`config.mk`:
```
export PLATFORM = sky130hd
export DESIGN_NAME = led_effect_sequencer
export DESIGN_NICKNAME = d
export VERILOG_FILES = /design/src/sv/ledseq_pkg.sv /design/src/sv/led_effect_sequencer.sv /design/src/sv/ledseq_cfg.sv /design/src/sv/ledseq_core.sv
export SDC_FILE = /design/constraint.sdc
export NUM_CORES = 1
export LEC_CHECK = 0
export ABC_AREA = 1
export CELL_PAD_IN_SITES_DETAIL_PLACEMENT = 1
export CELL_PAD_IN_SITES_GLOBAL_PLACEMENT = 1
export CORE_MARGIN = 2
export CORE_UTILIZATION = 40
export CTS_BUF_LIST = sky130_fd_sc_hd__clkbuf_4
export DETAILED_ROUTE_END_ITERATION = 10
export DONT_BUFFER_PORTS = 1
export PLACE_DENSITY = 0.68
export SLEW_MARGIN = 5
export SYNTH_ARGS = -nofsm -noshare
export SYNTH_HDL_FRONTEND = slang
export SYNTH_SLANG_ARGS = --single-unit
```
`constraint.sdc`:
```
create_clock -name clk -period 7.1 [get_ports clk]
set_clock_uncertainty 0.2 [all_clocks]
set_input_delay 0.355 -clock clk [delete_from_list [all_inputs] [get_ports clk]]
set_output_delay 0.355 -clock clk [all_outputs]
set_load 0.02 [all_outputs]
```
`src/sv/ledseq_pkg.sv`:
```
// Types and constants shared by the LED effect sequencer modules.
package ledseq_pkg;

	localparam int RGB_W       = 24;
	localparam int CMD_W       = 3;
	localparam int TIMER_W     = 16;
	localparam int TAIL_W      = 3;
	localparam int N_OUT       = 5;
	localparam int IN_TDATA_W  = 32;
	localparam int OUT_TDATA_W = N_OUT * RGB_W;
	localparam int REG_IDX_W   = 3;
	localparam int CFG_DATA_W  = 24;

	// Worst case repeated subtractions to reduce a tail length by the LED count.
	localparam int TAIL_MOD_STEPS = ((1 << TAIL_W) - 1) / 2;

	localparam logic [TIMER_W-1:0] RESET_PERIOD   = 16'd10;
	localparam logic [TIMER_W-1:0] MIN_PERIOD     = 16'd10;
	localparam logic [TIMER_W-1:0] DEFAULT_PERIOD = 16'd100;
	localparam logic [TAIL_W-1:0]  RESET_TAIL     = 3'd1;

	typedef logic [RGB_W-1:0] rgb_t;

	typedef enum logic [CMD_W-1:0] {
		CMD_TICK            = 3'd0,
		CMD_SET_EQUAL       = 3'd1,
		CMD_START_RUN       = 3'd2,
		CMD_START_BLINK     = 3'd3,
		CMD_START_RUN_BLINK = 3'd4,
		CMD_TRIGGER         = 3'd5
	} cmd_t;

	typedef enum logic [REG_IDX_W-1:0] {
		REG_RUN_PERIOD   = 3'd0,
		REG_ON_PERIOD    = 3'd1,
		REG_OFF_PERIOD   = 3'd2,
		REG_TAIL_LENGTH  = 3'd3,
		REG_BLINK_RGB    = 3'd4,
		REG_RUN_RGB      = 3'd5
	} reg_idx_t;

	typedef struct packed {
		logic [TIMER_W-1:0] run_period;
		logic [TIMER_W-1:0] on_period;
		logic [TIMER_W-1:0] off_period;
		logic [TAIL_W-1:0]  tail;
		rgb_t               blink_rgb;
		rgb_t               run_rgb;
	} cfg_t;

	typedef struct packed {
		logic                   valid;
		rgb_t [N_OUT-1:0]       led;
	} core_res_t;

endpackage

```
`src/sv/led_effect_sequencer.sv`:
```
// Path from an input transaction to its result: input register, then result register.
// Throughput: one transaction per cycle; the input register is held only while a finished
// result waits in the output register and the next item would produce another one.
// Reset (arst_n low, asynchronous): both channels empty, mode equal-all, LEDs black,
// configuration registers at their reset values.
module led_effect_sequencer import ledseq_pkg::*; #(
	parameter int NUM_LEDS = 5
) (
	input  logic                   clk,
	input  logic                   arst_n,
	input  logic                   s_axis_tvalid,
	output logic                   s_axis_tready,
	input  logic [IN_TDATA_W-1:0]  s_axis_tdata,   // cmd[2:0], fill_rgb[26:3], zero pad
	output logic                   m_axis_tvalid,
	input  logic                   m_axis_tready,
	output logic [OUT_TDATA_W-1:0] m_axis_tdata,   // led0_rgb .. led4_rgb, 24 bits each
	input  logic                   cfg_we,
	input  logic [REG_IDX_W-1:0]   cfg_index,
	input  logic [CFG_DATA_W-1:0]  cfg_wdata
);

	logic             valid_s1;
	cmd_t             cmd_s1;
	rgb_t             fill_s1;
	logic             out_valid_q;
	rgb_t [N_OUT-1:0] out_q;
	logic             out_free, proc, load_defaults;
	cfg_t             cfg;
	core_res_t        res;

	ledseq_cfg u_cfg (
		.clk           (clk),
		.arst_n        (arst_n),
		.cfg_we        (cfg_we),
		.cfg_index     (cfg_index),
		.cfg_wdata     (cfg_wdata),
		.load_defaults (load_defaults),
		.cfg           (cfg)
	);

	ledseq_core #(.NUM_LEDS(NUM_LEDS)) u_core (
		.clk           (clk),
		.arst_n        (arst_n),
		.en            (proc),
		.cmd           (cmd_s1),
		.fill          (fill_s1),
		.cfg           (cfg),
		.load_defaults (load_defaults),
		.res           (res)
	);

	// The held item moves on unless it makes a result and the output slot is full.
	assign out_free      = !out_valid_q || m_axis_tready;
	assign proc          = valid_s1 && (!res.valid || out_free);
	assign s_axis_tready = !valid_s1 || proc;

	// Input register.
	always_ff @(posedge clk or negedge arst_n) begin
		if (!arst_n) begin
			valid_s1 <= 1'b0;
		end else if (s_axis_tready) begin
			valid_s1 <= s_axis_tvalid;
		end
	end

	always_ff @(posedge clk) begin
		if (s_axis_tready && s_axis_tvalid) begin
			cmd_s1  <= cmd_t'(s_axis_tdata[CMD_W-1:0]);
			fill_s1 <= s_axis_tdata[CMD_W +: RGB_W];
		end
	end

	// Result register.
	always_ff @(posedge clk or negedge arst_n) begin
		if (!arst_n) begin
			out_valid_q <= 1'b0;
		end else if (proc && res.valid) begin
			out_valid_q <= 1'b1;
		end else if (m_axis_tready) begin
			out_valid_q <= 1'b0;
		end
	end

	always_ff @(posedge clk) begin
		if (proc && res.valid) out_q <= res.led;
	end

	assign m_axis_tvalid = out_valid_q;
	assign m_axis_tdata  = out_q;

endmodule

```
`src/sv/ledseq_cfg.sv`:
```
// Configuration registers, including the period defaults loaded on run-and-blink start.
module ledseq_cfg import ledseq_pkg::*; (
	input  logic                  clk,
	input  logic                  arst_n,
	input  logic                  cfg_we,
	input  logic [REG_IDX_W-1:0]  cfg_index,
	input  logic [CFG_DATA_W-1:0] cfg_wdata,
	input  logic                  load_defaults,
	output cfg_t                  cfg
);

	cfg_t cfg_q;

	// Host writes win; otherwise, on load_defaults, periods below MIN_PERIOD are replaced by the default.
	always_ff @(posedge clk or negedge arst_n) begin
		if (!arst_n) begin
			cfg_q.run_period <= RESET_PERIOD;
			cfg_q.on_period  <= RESET_PERIOD;
			cfg_q.off_period <= RESET_PERIOD;
			cfg_q.tail       <= RESET_TAIL;
			cfg_q.blink_rgb  <= '0;
			cfg_q.run_rgb    <= '0;
		end else begin
			priority if (cfg_we) begin
				unique case (reg_idx_t'(cfg_index))
					REG_RUN_PERIOD:  cfg_q.run_period <= cfg_wdata[TIMER_W-1:0];
					REG_ON_PERIOD:   cfg_q.on_period  <= cfg_wdata[TIMER_W-1:0];
					REG_OFF_PERIOD:  cfg_q.off_period <= cfg_wdata[TIMER_W-1:0];
					REG_TAIL_LENGTH: cfg_q.tail       <= cfg_wdata[TAIL_W-1:0];
					REG_BLINK_RGB:   cfg_q.blink_rgb  <= cfg_wdata[RGB_W-1:0];
					REG_RUN_RGB:     cfg_q.run_rgb    <= cfg_wdata[RGB_W-1:0];
					default: ;
				endcase
			end else if (load_defaults) begin
				if (cfg_q.run_period < MIN_PERIOD) cfg_q.run_period <= DEFAULT_PERIOD;
				if (cfg_q.on_period < MIN_PERIOD) cfg_q.on_period <= DEFAULT_PERIOD;
				if (cfg_q.off_period < MIN_PERIOD) cfg_q.off_period <= DEFAULT_PERIOD;
			end else begin
				// Nothing to do: the registers hold their values.
			end
		end
	end

	assign cfg = cfg_q;

endmodule

```
`src/sv/ledseq_core.sv`:
```
// Effect state, timers and LED color store; computes one transaction per cycle while enabled.
module ledseq_core import ledseq_pkg::*; #(
	parameter int NUM_LEDS = 5
) (
	input  logic      clk,
	input  logic      arst_n,
	input  logic      en,
	input  cmd_t      cmd,
	input  rgb_t      fill,
	input  cfg_t      cfg,
	output logic      load_defaults,
	output core_res_t res
);

	localparam int LW = (NUM_LEDS > 1) ? $clog2(NUM_LEDS) : 1;
	localparam int MW = ((LW + 1) > TAIL_W) ? (LW + 1) : TAIL_W;

	typedef enum logic [1:0] {MODE_EQUAL, MODE_RUN, MODE_BLINK, MODE_RUN_BLINK} mode_t;
	typedef enum logic [1:0] {PH_OFF, PH_PRE, PH_ON, PH_POST} phase_t;

	// Tail length reduced modulo the LED count by up to TAIL_MOD_STEPS conditional subtractions.
	function automatic logic [LW-1:0] tail_mod(input logic [TAIL_W-1:0] t);
		logic [MW-1:0] v;
		v = MW'(t);
		for (int i = 0; i < TAIL_MOD_STEPS; i++) begin
			if (v >= MW'(NUM_LEDS)) v = v - MW'(NUM_LEDS);
		end
		return LW'(v);
	endfunction

	mode_t              mode_q, mode_d;
	phase_t             phase_q, phase_d;
	logic [LW-1:0]      lit_q, lit_d;
	logic [TIMER_W-1:0] step_q, step_d;
	logic [TIMER_W-1:0] blink_q, blink_d;
	rgb_t               store_q [NUM_LEDS];
	rgb_t               store_d [NUM_LEDS];
	logic               armed_q, armed_d;
	logic               blanked_q, blanked_d;

	logic [TIMER_W-1:0] step_inc, blink_inc, off_eff;
	logic [LW-1:0]      next_lit, tail_idx;
	logic [LW:0]        tail_sum;
	logic               do_fill, emit;
	rgb_t               fill_color;

	// Saturating tick counts and the off period as it stands after defaults.
	assign step_inc  = (step_q == '1) ? step_q : step_q + 1'b1;
	assign blink_inc = (blink_q == '1) ? blink_q : blink_q + 1'b1;
	assign off_eff   = (cfg.off_period < MIN_PERIOD) ? DEFAULT_PERIOD : cfg.off_period;

	// Next lit LED and the LED that the tail darkens behind it.
	assign next_lit = (lit_q == LW'(NUM_LEDS - 1)) ? '0 : lit_q + 1'b1;
	always_comb begin
		tail_sum = {1'b0, next_lit} + ((LW + 1)'(NUM_LEDS) - {1'b0, tail_mod(cfg.tail)});
		if (tail_sum >= (LW + 1)'(NUM_LEDS)) tail_sum = tail_sum - (LW + 1)'(NUM_LEDS);
		tail_idx = tail_sum[LW-1:0];
	end

	// Effect evaluation for the current transaction.
	always_comb begin
		mode_d     = mode_q;
		phase_d    = phase_q;
		lit_d      = lit_q;
		step_d     = step_q;
		blink_d    = blink_q;
		armed_d    = armed_q;
		blanked_d  = blanked_q;
		store_d    = store_q;
		do_fill    = 1'b0;
		fill_color = '0;
		emit       = 1'b0;
		unique case (cmd)
			CMD_TICK: begin
				step_d  = step_inc;
				blink_d = blink_inc;
				unique case (mode_q)
					MODE_EQUAL: ;
					MODE_RUN: begin
						if (step_inc >= cfg.run_period) begin
							step_d            = '0;
							store_d[lit_q]    = '0;
							lit_d             = next_lit;
							store_d[next_lit] = cfg.run_rgb;
							emit              = 1'b1;
						end
					end
					MODE_BLINK: begin
						if (phase_q == PH_ON) begin
							if (step_inc >= cfg.on_period) begin
								step_d  = '0;
								do_fill = 1'b1;
								phase_d = PH_OFF;
								emit    = 1'b1;
							end
						end else if (step_inc >= cfg.off_period) begin
							step_d     = '0;
							do_fill    = 1'b1;
							fill_color = cfg.blink_rgb;
							phase_d    = PH_ON;
							emit       = 1'b1;
						end
					end
					MODE_RUN_BLINK: begin
						if (cfg.run_rgb == '0 && cfg.blink_rgb == '0) begin
							// Both colors black: blank once, then stay quiet.
							if (!blanked_q) begin
								do_fill   = 1'b1;
								blanked_d = 1'b1;
								emit      = 1'b1;
							end
						end else begin
							blanked_d = 1'b0;
							if (armed_q) begin
								unique case (phase_q)
									PH_OFF: begin
										do_fill = 1'b1;
										phase_d = PH_PRE;
										blink_d = '0;
										emit    = 1'b1;
									end
									PH_PRE: begin
										if (blink_inc >= cfg.on_period) begin
											blink_d    = '0;
											do_fill    = 1'b1;
											fill_color = cfg.blink_rgb;
											phase_d    = PH_ON;
											emit       = 1'b1;
										end
									end
									PH_ON: begin
										if (blink_inc >= cfg.on_period) begin
											blink_d = '0;
											do_fill = 1'b1;
											phase_d = PH_POST;
											emit    = 1'b1;
										end
									end
									PH_POST: begin
										if (blink_inc >= cfg.on_period) begin
											blink_d = '0;
											phase_d = PH_OFF;
											armed_d = 1'b0;
										end
									end
								endcase
							end else if (cfg.run_rgb != '0 && step_inc >= cfg.run_period) begin
								// The tail write comes last so a zero tail darkens the lit LED.
								step_d            = '0;
								lit_d             = next_lit;
								store_d[next_lit] = cfg.run_rgb;
								store_d[tail_idx] = '0;
								emit              = 1'b1;
							end
						end
					end
				endcase
			end
			CMD_SET_EQUAL: begin
				do_fill    = 1'b1;
				fill_color = fill;
				mode_d     = MODE_EQUAL;
				emit       = 1'b1;
			end
			CMD_START_RUN: begin
				mode_d = MODE_RUN;
				lit_d  = '0;
				step_d = cfg.run_period;
			end
			CMD_START_BLINK: begin
				mode_d  = MODE_BLINK;
				phase_d = PH_OFF;
				step_d  = cfg.off_period;
			end
			CMD_START_RUN_BLINK: begin
				mode_d  = MODE_RUN_BLINK;
				lit_d   = '0;
				phase_d = PH_OFF;
				blink_d = off_eff;
			end
			CMD_TRIGGER: armed_d = 1'b1;
			default: ;
		endcase
		if (do_fill) begin
			for (int i = 0; i < NUM_LEDS; i++) store_d[i] = fill_color;
		end
	end

	assign load_defaults = en && (cmd == CMD_START_RUN_BLINK);

	// State advances only when the transaction is actually taken.
	always_ff @(posedge clk or negedge arst_n) begin
		if (!arst_n) begin
			mode_q    <= MODE_EQUAL;
			phase_q   <= PH_OFF;
			lit_q     <= '0;
			step_q    <= '0;
			blink_q   <= '0;
			armed_q   <= 1'b0;
			blanked_q <= 1'b0;
			for (int i = 0; i < NUM_LEDS; i++) store_q[i] <= '0;
		end else if (en) begin
			mode_q    <= mode_d;
			phase_q   <= phase_d;
			lit_q     <= lit_d;
			step_q    <= step_d;
			blink_q   <= blink_d;
			armed_q   <= armed_d;
			blanked_q <= blanked_d;
			store_q   <= store_d;
		end
	end

	// Result carries the updated colors; outputs past the LED count read black.
	assign res.valid = emit;
	for (genvar g = 0; g < N_OUT; g++) begin : g_out
		if (g < NUM_LEDS) begin : g_led
			assign res.led[g] = store_d[g];
		end else begin : g_blank
			assign res.led[g] = '0;
		end
	end

endmodule

```
**Word-level counts from Yosys, hierarchy flattened**

Index checks and enable logic that the tools add are counted.
Widths: inputs -> output; s select.

- Register bits: 409
- Bits of input ports: 64
- Logic and storage cells: 240

- Bitwise logic cells: 7
- Order comparisons: 17
- Mux-type cells: 96
- Add/subtract/negate cells: 9
- Reductions and logical operators: 48
- Equality and inequality tests: 36

Operator list:

| cell | number |
|---|---|
| $mux 120 | 6 |
| $mux 16 | 19 |
| $and 120x120->120 | 2 |
| $bwmux 120 | 2 |
| $not 120->120 | 2 |
| $pmux 120 s2 | 1 |
| $demux 24 s3 | 3 |
| $mux 24 | 9 |
| $mux 48 | 2 |
| $pmux 16 s3 | 2 |
| $pmux 24 s2 | 2 |
| $ge 16x16->1 | 4 |
| $pmux 16 s2 | 2 |
| $logic_not 24->1 | 2 |
| $lt 16x4->1 const B | 3 |
| $add 16x1->16 const B | 2 |
| $eq 16x16->1 const B | 2 |
| $reduce_bool 24->1 | 1 |
| $mux 3 | 7 |
| $mux 1 | 19 |
| $mux 2 | 8 |
| $pmux 2 s4 | 2 |
| $reduce_bool 2->1 | 8 |
| $eq 3x3->1 const B | 5 |
| 41 further kinds | 98 |

**Logic depth before layout (Yosys ltp)**

Gate-level depths: netlist of the first run.

- Depth in word-level cells: 23
- Gate-level depth with buffers: 42
- Gate-level depth less buffers: 42

**Hierarchy**

A second synthesis of the first run with hierarchy kept.

- Cell total of the unflattened synthesis: 4176
- Area, all modules: 27939.3 um^2

Modules (own cells, without submodules):

| module | cells each | times used | area each (um^2) |
|---|---|---|---|
| ledseq_core | 3532 | 1 | 19208.4 |
| led_effect_sequencer | 162 | 1 | 4524.3 |
| ledseq_cfg | 482 | 1 | 4206.5 |

**Least setup slack after synthesis of the first run**

No wires, ideal clock.

- Path kind: register -> register
- Start: reg u_core.step_q[0]
- End: reg out_q, in the netlist m_axis_tdata[0], enable pin
- Path slack: 0.593 ns
- Path buffers: 1
- Cell stages (with the launch flop): 33
- Required time: 6.426 ns
- Data arrival time: 5.833 ns
- Setup time: 0.474 ns
- Cells stage by stage: dfrtp_1 -> ha_1 -> nand2_1 -> inv_1 -> nand3_1 -> nor2_1 -> nand2_1 -> nor2_1 -> nand3_1 -> nand4_1 -> xor2_1 -> inv_1 -> ha_1 -> nand2_1 -> inv_1 -> nand2_1 -> nand2_1 -> nand2_1 -> nand2_1 -> nand2_1 -> nand3_2 -> nand2_2 -> inv_2 -> nor2_1 -> nand3_1 -> nand2_2 -> nand2_4 -> nand2_8 -> nand2_4 -> inv_6 -> buf_2 -> nand2_1 -> inv_1

- Longest elaborated chain between the ends: 13
- Elaborated cells between the ends (all ways): 20
- Those cells by class: add/sub: 1; order compare: 3; eq/ne: 1; mux: 10; reduce/logical: 5

RTL lines:

| item | line | RTL |
|---|---|---|
| start, declared | ledseq_core.sv:34 | `logic [TIMER_W-1:0] step_q, step_d;` |
| start signal, assigned | ledseq_core.sv:206 | `step_q <= step_d;` |
| $add 16x1->16 / $eq 16x16->1 (equally long branches) | ledseq_core.sv:48 | `assign step_inc = (step_q == '1) ? step_q : step_q + 1'b1;` |
| $mux 16 (*) | ledseq_core.sv:48 |  |
| $ge 16x16->1 | ledseq_core.sv:80, ledseq_core.sv:147 |  |
| $logic_and 1x1->1 | ledseq_core.sv:147 | `end else if (cfg.run_rgb != '0 && step_inc >= cfg.run_period) begin` |
| $mux 1 | ledseq_core.sv:147 |  |
| $mux 1 | ledseq_core.sv:114 | `if (armed_q) begin` |
| $mux 1 | ledseq_core.sv:105 | `if (cfg.run_rgb == '0 && cfg.blink_rgb == '0) begin` |
| $pmux 1 s3 (*) | ledseq_core.sv:77 | `unique case (mode_q)` |
| $pmux 1 s2 (*) | ledseq_core.sv:73 | `unique case (cmd)` |
| $logic_not 1->1 | led_effect_sequencer.sv:54 | `assign proc = valid_s1 && (!res.valid \|\| out_free);` |
| $logic_or 1x1->1 | led_effect_sequencer.sv:54 |  |
| $logic_and 1x1->1 | led_effect_sequencer.sv:54 |  |
| $logic_and 1x1->1 (*) | led_effect_sequencer.sv:85 | `if (proc && res.valid) out_q <= res.led;` |
| end signal, assigned | led_effect_sequencer.sv:85 |  |
| end, declared | led_effect_sequencer.sv:26 | `rgb_t [N_OUT-1:0] out_q;` |

Mark *: on every way between the ends. The rest lies on a longest branch, timed or not.
A chain may end at the register's enable or synchronous reset.

==> metrics.txt, run 1 <==
core area 0.0642 sq mm; die footprint 0.0667 sq mm; reg-to-reg endpoint u_core.store_q[102]; overall via count from detail_route about 27000; CP delay by family, top simple AND/OR/NAND/NOR gates; syn nets 3686; Slew HR 26.0%; Layout area overhead 14.2%; placed cell areas between 0.02 and 0.03 sq mm; Synth Register Bits 409; maxcap violations 0; total track usage 33.6%; Die Wd 258 microns; Unique masters post-synth 59; worst slew pin tran between 1 and 1.5 ns; Starting DRT DRC Count 2100; setup bufs post-CTS 0; Setup CP Type flip-flop to flip-flop; CP startpoint kind flip-flop; cts repair resizes 0; Hold Crit Start cfg_wdata[15]; Initial Util between 40% and 50%; H-tree depth 3; Critical Path End Type flip-flop; unrepaired setup endpoints after global routing true; antenna violations before repair 12; row cnt 93; Avg WL per Cell 24.3 microns; routability cong. 0.909; global route total overflow 0; 1st-pass router iterations 5; largest net degree at the start of global routing 263; achievable frequency 0.152 GHz; global-route wire length before repair 170000 microns; syn avg cell area approximately 7.3 sq um; later-pin clock latency in the skew report 0.98 ns; Max IR drop VDD approximately 0.42 mV; Hold Vio Cnt, Final 0; hpwl dp 75100 microns; Pins Over Slew Limit 0; ANT nets after route 0; Post-Syn Instances 3536; PortBufs 0; Crit path arrival time 7.12 ns; Seq/Total Area, Yosys 42.4%; clock root cell clkbuf_4; Syn Std Cell Area between 0.02 and 0.03 sq mm; final setup fails 0; Worst path slowest cell dfstp_2; Hold Path Sink u_cfg.cfg[66]; Leakage 14.0 nW; share of cells above drive strength 1 9.42%; commonest non-fill, non-tap cell in the layout nand2_1; Post-synth EDFFs 147; DRC 0; r2r setup slk 0.52 ns; period utilization 92.7%; Yosys warning total 0; pwr dens between 300 and 400 mW/mm^2; clk slew on worst S/H paths 0.07 ns; Synth Flop Type dfrtp_1; worst reg2reg startpoint u_cfg.cfg[48]; Clock Sinks slightly above 400; Async SR Flop Fraction 64.1%; WP buf/inv 7; commonest non-fill, non-tap cells in the layout nand2_1, o21ai_0, inv_1, dfrtp_1, nor2_1; Worst EP required 7.64 ns; Vert. Die Dim about 260 microns; Period minus WS final 6.58 ns; Worst path max stage delay around 0.56 ns; status finished, final reports clean; crit-path most repeated cell nand2_1; Placed Cells ~4300; Non-Filler Instances 4644; setup TNS 0 ns; clock tree buffer depth 3; vias in the first global route 27900; DRT Wirelength about 110000 microns; Final Hold Slack roughly 0.054 ns; CP Max Fanout 7; IO Pins 186; nets 3827; Design Area, Final between 0.02 and 0.03 sq mm; TritonCTS buffer count 115; TritonCTS clock tree yes; Vias/cell 5.73; R2R cell count 37; Hold/Removal Path Class input port to flip-flop; hold path depth 5
[per-layer routing]
layer	global-route usage [%]	share of wire, %	up-vias
li1	-	-	12100
met1	38.8	39	13200
met2	55.8	47	966
met3	6.74	6.3	353
met4	24.1	7.5	4
met5	0	0.025	-
[final cells by class]
class	count	area, sq um
fill	8204	34700
multi-input combinational	2628	12800
sequential	409	11000
timing repair buffer	203	1890
clock buffer	170	1280
inverter	320	1210
tap	855	1070
clock inverter	48	260
antenna	11	27.5
[tightest hold or removal path: cells and delay by family]
kind / cells / cell delay (ns)
buffers and inverters: 1 / 0.59
AO/OA/AOI/OAI: 1 / 0.07
AND/OR/NAND/NOR: 3 / 0.18
[stage by stage]
stage / power [mW] / utilization [%] / setup WS (ns)
final: 11.4 / 46.0 / 0.521
after global routing: 12.2 / 46.0 / -0.0123
after CTS: 11.3 / 45.9 / 0.542
after detailed placement: 8.86 / 41.6 / 0.585
after global placement: 8.55 / 41.6 / 0.888
after floorplan: 6.94 / - / 0.593
[cells by family (layout without fill, tap and decap cells)]
group | after synthesis | count (layout) | share of synthesized area, %
mux | 1 | 1 | 0.0435
xor+xnor | 28 | 28 | 0.948
compound gates | 759 | 759 | 16.6
other cells | 0 | 11 | 0
buf+inv | 499 | 741 | 8.06
simple gates | 1754 | 1754 | 27.7
flops | 409 | 409 | 42.4
fa+ha+maj | 86 | 86 | 4.19
[power breakdown]
group / total, mW / switching [mW] / internal [mW]
logic: 5.76 / 4.04 / 1.71
registers: 3.31 / 0.453 / 2.86
clock network: 2.34 / 1.16 / 1.18
total: 11.4 / 5.66 / 5.75
[worst max-delay path by stage]
stage	from	endpoint	slack [ns]	cells past startpoint
floorplan	u_core.step_q[0]	m_axis_tdata[0]	0.59	32
global placement	u_cfg.cfg[48]	u_core.store_q[95]	0.89	38
detailed placement	u_cfg.cfg[48]	u_core.store_q[102]	0.58	37
CTS	u_cfg.cfg[48]	u_core.store_q[102]	0.54	37
global route	u_cfg.cfg[48]	u_core.store_q[95]	-0.01	38
finish	u_cfg.cfg[48]	u_core.store_q[102]	0.52	37
[flip-flops by register name, summed over array words and instances, names as in the netlist, 2 cells and up]
signal,count
u_core.step_q,16
u_core.blink_q,16
u_core.mode_q,2
u_core.lit_q,3
m_axis_tdata,120
cmd_s1,3
u_core.store_q,120
u_core.phase_q,2
fill_s1,24
u_cfg.cfg,99
[synthesized netlist by cell type (all sizes together), types with 26 or more instances]
library cell / n / share of area [%]
nand3: 165 / 3.2
o21ai: 417 / 8.1
a21oi: 137 / 2.7
dfrtp: 255 / 25
nor3: 26 / 0.54
o31ai: 29 / 0.84
buf: 99 / 2.2
clkbuf: 80 / 1.2
ha: 85 / 4.1
o211ai: 95 / 2.8
nand2: 1307 / 19
edfxtp: 147 / 17
inv: 318 / 4.6
o22ai: 30 / 0.73
nor2: 193 / 3.0
nand4: 26 / 0.77
[repair_timing]
action                                 CTS  global route
endpoints found under the hold margin  436            18
setup endpoints to repair                0             2
hold buffers                           120             1
No activity file was read; power rests on OpenSTA's default activity.
==> run 2, diff against run 1 <==
Settings changed: BUFFER_PORTS_ARGS from default to -buffer_cell sky130_fd_sc_hd__buf_2, DONT_BUFFER_PORTS 1 to default, PLACE_DENSITY 0.68 to 0.71.
==> run 2 against run 1 <==
Net effect: clock power is essentially flat; count of clock-buffer cells in the layout grew 1; sequential share of layout area shrank 0.57 points.
==> metrics.txt, run 2 (synthesis gave the netlist of run 1 again) <==
core area 0.0642 sq mm (unchanged); Setup CP Type flip-flop to flip-flop; clock tree buffer depth 3 (unchanged); CP startpoint kind flip-flop; Layout fillers 8210 (+0.073%); Worst path max stage delay 0.56 ns (about the same); Net Sw Power 5.70 mW (+0.66%); TritonCTS clock tree yes; global-route wire length before repair 169000 microns (-0.70%); DRT Wirelength 112000 microns (-0.91%); crit-path most repeated cell nand2_1; area of the multi-input gates 0.0128 sq mm (about the same); vias in the first global route 28200 (+1.2%); Die Wd 258 microns (unchanged); antenna violations before repair 2 (-10); Internal Pwr Total 5.77 mW (+0.44%); total track usage 33.4% (-0.15 points); status finished, final reports clean; Slew HR 13.0% (-13 points); clock root cell clkbuf_4; Worst EP required 7.55 ns (-0.09 ns); Crit path arrival time 6.96 ns (-0.16 ns); DRC 0 (unchanged); PortBufs 180 (+180); post-layout util 46.7% (+0.72 points); Register Area 0.0110 sq mm (unchanged); Hold Vio Cnt, Final 0 (unchanged); CP Max Fanout 8 (+1); period utilization 91.7% (-0.98 points); Period minus WS final 6.51 ns (-0.0694 ns); Vias/cell 5.65 (-1.4%); Clock Sinks 409 (unchanged); unrepaired setup endpoints after global routing false; pwr dens 382 mW/mm^2 (-0.99%); Leakage 14.5 nW (+3.4%); 1st-pass router iterations 5 (unchanged); setup ws final 0.590 ns (+0.0694 ns); Vert. Die Dim 258 microns (unchanged); r2r setup slk 0.59 ns (+0.07 ns); overall via count from detail_route 26900 (+1.2%); Comb pwr share 51.1% (+0.6 points); later-pin clock latency in the skew report 0.96 ns (-0.02 ns); Hold/Removal Path Class input port to flip-flop; Final Hold Slack 0.0833 ns (+0.0296 ns); nets 3956 (+3.4%); die footprint 0.0667 sq mm (unchanged); Starting DRT DRC Count 1938 (-7.7%); largest net degree at the start of global routing 163 (-38%); row cnt 93 (unchanged); achievable frequency 0.154 GHz (+1.1%); hpwl dp 74800 microns (-0.29%); worst slew pin tran 1.30 ns (+0.194 ns); Avg WL per Cell 23.5 microns (-3.4%); part of the power in the clock network 20.5% (about the same); setup TNS 0 ns (unchanged); Switching Share 49.7% (+0.056 points); Critical Path End Type flip-flop; TritonCTS buffer count 117 (+1.7%); H-tree depth 3 (unchanged); Initial Util 40.3% (unchanged); commonest non-fill, non-tap cell in the layout nand2_1; clk slew on worst S/H paths 0.06 ns (about the same); ANT nets after route 0 (unchanged); commonest non-fill, non-tap cells in the layout nand2_1, o21ai_0, inv_1, dfrtp_1, buf_2; register share of total power 28.5% (-0.5 points); global route total overflow 0 (unchanged); Max IR drop VDD 0.337 mV (-19%); Worst path slowest cell dfstp_2; maxcap violations 0 (unchanged); routability cong. 0.925 (+1.8%); final setup fails 0 (unchanged); share of cells above drive strength 1 13.3% (+3.9 points); IO Pins 186 (unchanged); Pins Over Slew Limit 0 (unchanged); pre-CTS WS 0.470 ns (-0.115 ns); Layout area overhead 16.0%
run 2: stage by stage:
stage,power [mW],instance area [sq um],std cells
2_1_floorplan,6.94,25900,3536
3_3_place_gp,8.65,27500,4447
3_5_place_dp,8.97,27500,4447
4_1_cts,11.4,30000,4763
5_1_grt,12.4,30000,4765
6_report,11.5,30000,4766
run 2: power groups by stage:
| stage | Combinational (mW) | Sequential [mW] | Clock, mW |
|---|---|---|---|
| 6_report | 5.86 | 3.26 | 2.35 |
| 2_1_floorplan | 3.76 | 3.18 | 0 |
| 4_1_cts | 5.74 | 3.25 | 2.38 |
| 3_5_place_dp | 5.68 | 3.29 | 0 |
| 3_3_place_gp | 5.38 | 3.26 | 0 |
| 5_1_grt | 6.53 | 3.30 | 2.53 |
run 2: final cells by class:
| class | count | area share [%] |
|---|---|---|
| Clock buffer | 171 | 4.28 |
| Clock inverter | 51 | 0.901 |
| Multi-Input combinational cell | 2628 | 42.8 |
| Inverter | 320 | 4.06 |
| Timing Repair Buffer | 330 | 7.80 |
| Tap cell | 855 | 3.56 |
| Sequential cell | 409 | 36.6 |
| Antenna cell | 2 | 0.0167 |
run 2: metal layers:
| layer | global-route usage, % | part of all wire [%] | vias to the layer above |
|---|---|---|---|
| met2 | 56.1 | 47 | 971 |
| met4 | 23.7 | 7.5 | 2 |
| li1 | - | - | 12300 |
| met1 | 39.0 | 39 | 13300 |
| met3 | 5.70 | 5.9 | 333 |
| met5 | 0 | 0.016 | - |
run 2: final timing paths:
kind,startpoint,endpoint,depth (start not counted)
max,u_cfg.cfg[48],m_axis_tdata[68],38
min,cfg_wdata[23],u_cfg.cfg[23],4
max reg2reg,u_cfg.cfg[48],m_axis_tdata[68],38
min reg2reg,u_cfg.cfg[84],u_cfg.cfg[84],2
max in group asynchronous,arst_n,u_core.step_q[9],4
min in group asynchronous,arst_n,u_cfg.cfg[48],3
run 2: critical path: cells and delay by family, from the launching register on:
kind                       cells  cell delay (ns)
adders and majority gates      6             1.49
xor gates and xnor gates       1             0.19
DFF                            1             0.56
and+or+nand+nor               16             1.71
AOI/OAI and AO/OA              7             0.88
buffers and inverters          7             0.85
muxes                          1             0.32
run 2: repair_timing:
| action | CTS | global route |
|---|---|---|
| setup buffers | 0 | 1 |
| endpoints found under the hold margin | 411 | 0 |
| endpoints found under the setup margin | 0 | 64 |
| resized for setup | 0 | 7 |
| hold buffers | 94 | 0 |
==> run 3, diff against run 2 <==
Settings changed: CORE_ASPECT_RATIO from default to 0.5.
==> run 3 against run 2 <==
Net effect: register-to-register slack barely moved; power fell by 2.4%; global-route usage fell by 1.2 points; die area rose by 0.18%; combinational power fell by 3%; largest power group unchanged; critical endpoint unchanged; count of clock-buffer cells in the layout fell by 16; flip-flop and latch count did not move; sequential power barely moved.
==> metrics.txt, run 3 (synthesis gave the netlist of run 1 again) <==
status finished, final reports clean; achievable frequency 0.154 GHz (about the same); Initial Util 40.7% (+0.45 points); PortBufs 180 (unchanged); Comb pwr share 50.5% (-0.6 points); Slew HR 22.6% (+9.7 points); setup ws final 0.592 ns (+0.00149 ns); maxcap violations 0 (unchanged); antenna violations before repair 4 (+2); ANT nets after route 0 (unchanged); pre-CTS WS 0.599 ns (+0.129 ns); TritonCTS buffer count 104 (-11%); Layout area overhead 15.6%; final setup fails 0 (unchanged); vias in the first global route 27000 (-4.2%); Net Sw Power 5.61 mW (-1.6%); global route total overflow 0 (unchanged); Critical Path End Type flip-flop; clk slew on worst S/H paths 0.08 ns (+0.02 ns); period utilization 91.7% (about the same); CP startpoint kind flip-flop; M3 GR Usage 4.84% (-0.86 points); Crit path arrival time 7.02 ns (+0.06 ns); Pins Over Slew Limit 0 (unchanged); area of the multi-input gates 0.0128 sq mm (about the same); TritonCTS clock tree yes; total chip power 11.2 mW (-2.4%); r2r setup slk 0.59 ns (about the same); GR Util met1 42.2% (+3.3 points); IO Pins 186 (unchanged); Hold Crit Start cfg_wdata[5]; core area 0.0635 sq mm (-1.1%); later-pin clock latency in the skew report 1.03 ns (+0.07 ns); 1st-pass router iterations 6 (+1); R2R cell count 36 (-5.3%); Clock Sinks 409 (unchanged); clock root cell clkbuf_4; Die Wd 364 microns (+41%); Internal Pwr Total 5.59 mW (-3.2%); Hold Path Sink u_cfg.cfg[5]; CP delay by family, top simple AND/OR/NAND/NOR gates; share of cells above drive strength 1 12.9% (-0.43 points); Vert. Die Dim 184 microns (-29%); WP buf/inv 5 (-2); Leakage 14.4 nW (-0.54%); Register Area 0.0110 sq mm (unchanged); Worst EP required 7.61 ns (+0.06 ns); H-tree depth 3 (unchanged); nets 3946 (-0.25%); DRC 0 (unchanged); placed cell areas 0.0274 sq mm (-0.13%); largest net degree at the start of global routing 121 (-26%); Worst path slowest cell dfstp_2; Period minus WS final 6.51 ns (-0.00149 ns); overall via count from detail_route 26900 (-0.20%); Layout fillers 8120 (-1.1%); setup TNS 0 ns (unchanged); routing usage on met2 52.8% (-3.2 points); pwr dens 374 mW/mm^2 (-2.0%); worst slew pin tran 1.16 ns (-0.140 ns); gr busiest metal met2; Vias/cell 5.65 (about the same); worst reg2reg startpoint u_cfg.cfg[48]; global-route wire length before repair 163000 microns (-3.8%); Setup CP Type flip-flop to flip-flop; clock tree buffer depth 3 (unchanged); routability cong. 0.918 (-0.74%); Design Area, Final 0.0299 sq mm (-0.36%); Final Hold Slack 0.0757 ns (-0.00759 ns); crit-path most repeated cell nand2_1; unrepaired setup endpoints after global routing false; Starting DRT DRC Count 2462 (+27%); CP Max Fanout 8 (unchanged); Switching Share 50.1% (+0.40 points); Max IR drop VDD 0.483 mV (+43%); part of the power in the clock network 20.2% (-0.3 points); Worst path max stage delay 0.56 ns (about the same); DRT Wirelength 107000 microns (-4.1%); row cnt 65 (-30%); register share of total power 29.2% (+0.7 points); Hold Vio Cnt, Final 0 (unchanged); Hold/Removal Path Class input port to flip-flop; commonest non-fill, non-tap cells in the layout nand2_1, o21ai_0, inv_1, dfrtp_1, buf_2; hpwl dp 70100 microns (-6.3%); die footprint 0.0668 sq mm (+0.18%); total track usage 32.2% (-1.2 points); hold path depth 4 (unchanged); reg-to-reg endpoint m_axis_tdata[68]; Avg WL per Cell 22.5 microns (-4.0%); commonest non-fill, non-tap cell in the layout nand2_1
==> run 3: cell count changes in the layout (fill, tap and decap cells not counted), moves of 3 or more <==
cell           delta
clkbuf_4         -16
dlygate4sd3_1     +8
inv_2             +4
buf_4             -4
diode_2           +3
clkinv_1         -13
==> run 3: area by class of cell <==
class	instances	share of cell area (%)
Antenna cell	5	0.0418
Clock buffer	155	3.89
Clock inverter	40	0.732
Inverter	320	4.08
Multi-Input combinational cell	2628	43.0
Sequential cell	409	36.7
Tap cell	871	3.64
Timing Repair Buffer	333	7.93
==> run 3: repair_timing <==
| item | in CTS | in global routing |
|---|---|---|
| hold buffers | 102 | 0 |
| endpoints found under the hold margin | 351 | 0 |
| buffers inserted | 0 | 1 |
| resized for setup | 0 | 6 |
| endpoints found under the setup margin | 0 | 20 |
==> run 3: power groups by stage <==
stage                     Combinational [mW]  Clock (mW)  Sequential, mW
after floorplan                         3.76           0            3.18
after global placement                  5.19           0            3.28
after detailed placement                5.44           0            3.30
after CTS                               5.52        2.27            3.25
after global routing                    6.29        2.41            3.31
final                                   5.66        2.26            3.27
==> run 3: worst max-delay path by stage <==
stage	slack, ns	from	endpoint	depth (start not counted)
2_1_floorplan	0.59	u_core.step_q[0]	m_axis_tdata[0]	32
3_3_place_gp	0.87	u_cfg.cfg[48]	u_core.store_q[88]	37
3_5_place_dp	0.60	u_cfg.cfg[48]	u_core.store_q[27]	34
4_1_cts	0.58	u_cfg.cfg[48]	u_core.store_q[27]	34
5_1_grt	0.006	u_cfg.cfg[48]	u_core.store_q[68]	38
6_report	0.59	u_cfg.cfg[48]	m_axis_tdata[68]	36
==> run 3: metrics by stage <==
step	instances	utilization, %
final	4761	47.1
after global routing	4761	47.1
after CTS	4755	47.0
after detailed placement	4458	43.2
after global placement	4458	43.2
after floorplan	3536	-
==> run 3: worst register-to-register path, delay by kind of cell (launching register included) <==
| family | cells | cell delay, ns |
|---|---|---|
| XOR/XNOR | 1 | 0.19 |
| AND/OR/NAND/NOR | 16 | 1.82 |
| adder cells (fa/ha/maj) | 6 | 1.56 |
| AO/OA/AOI/OAI | 7 | 1.02 |
| buffers and inverters | 5 | 0.55 |
| flip-flops | 1 | 0.56 |
| multiplexers | 1 | 0.33 |
==> run 3: layer usage <==
layer,vias to the layer above,wire length (microns)
li1,12300,-
met5,-,0
met4,0,4570
met2,986,50100
met3,256,7080
met1,13400,45600
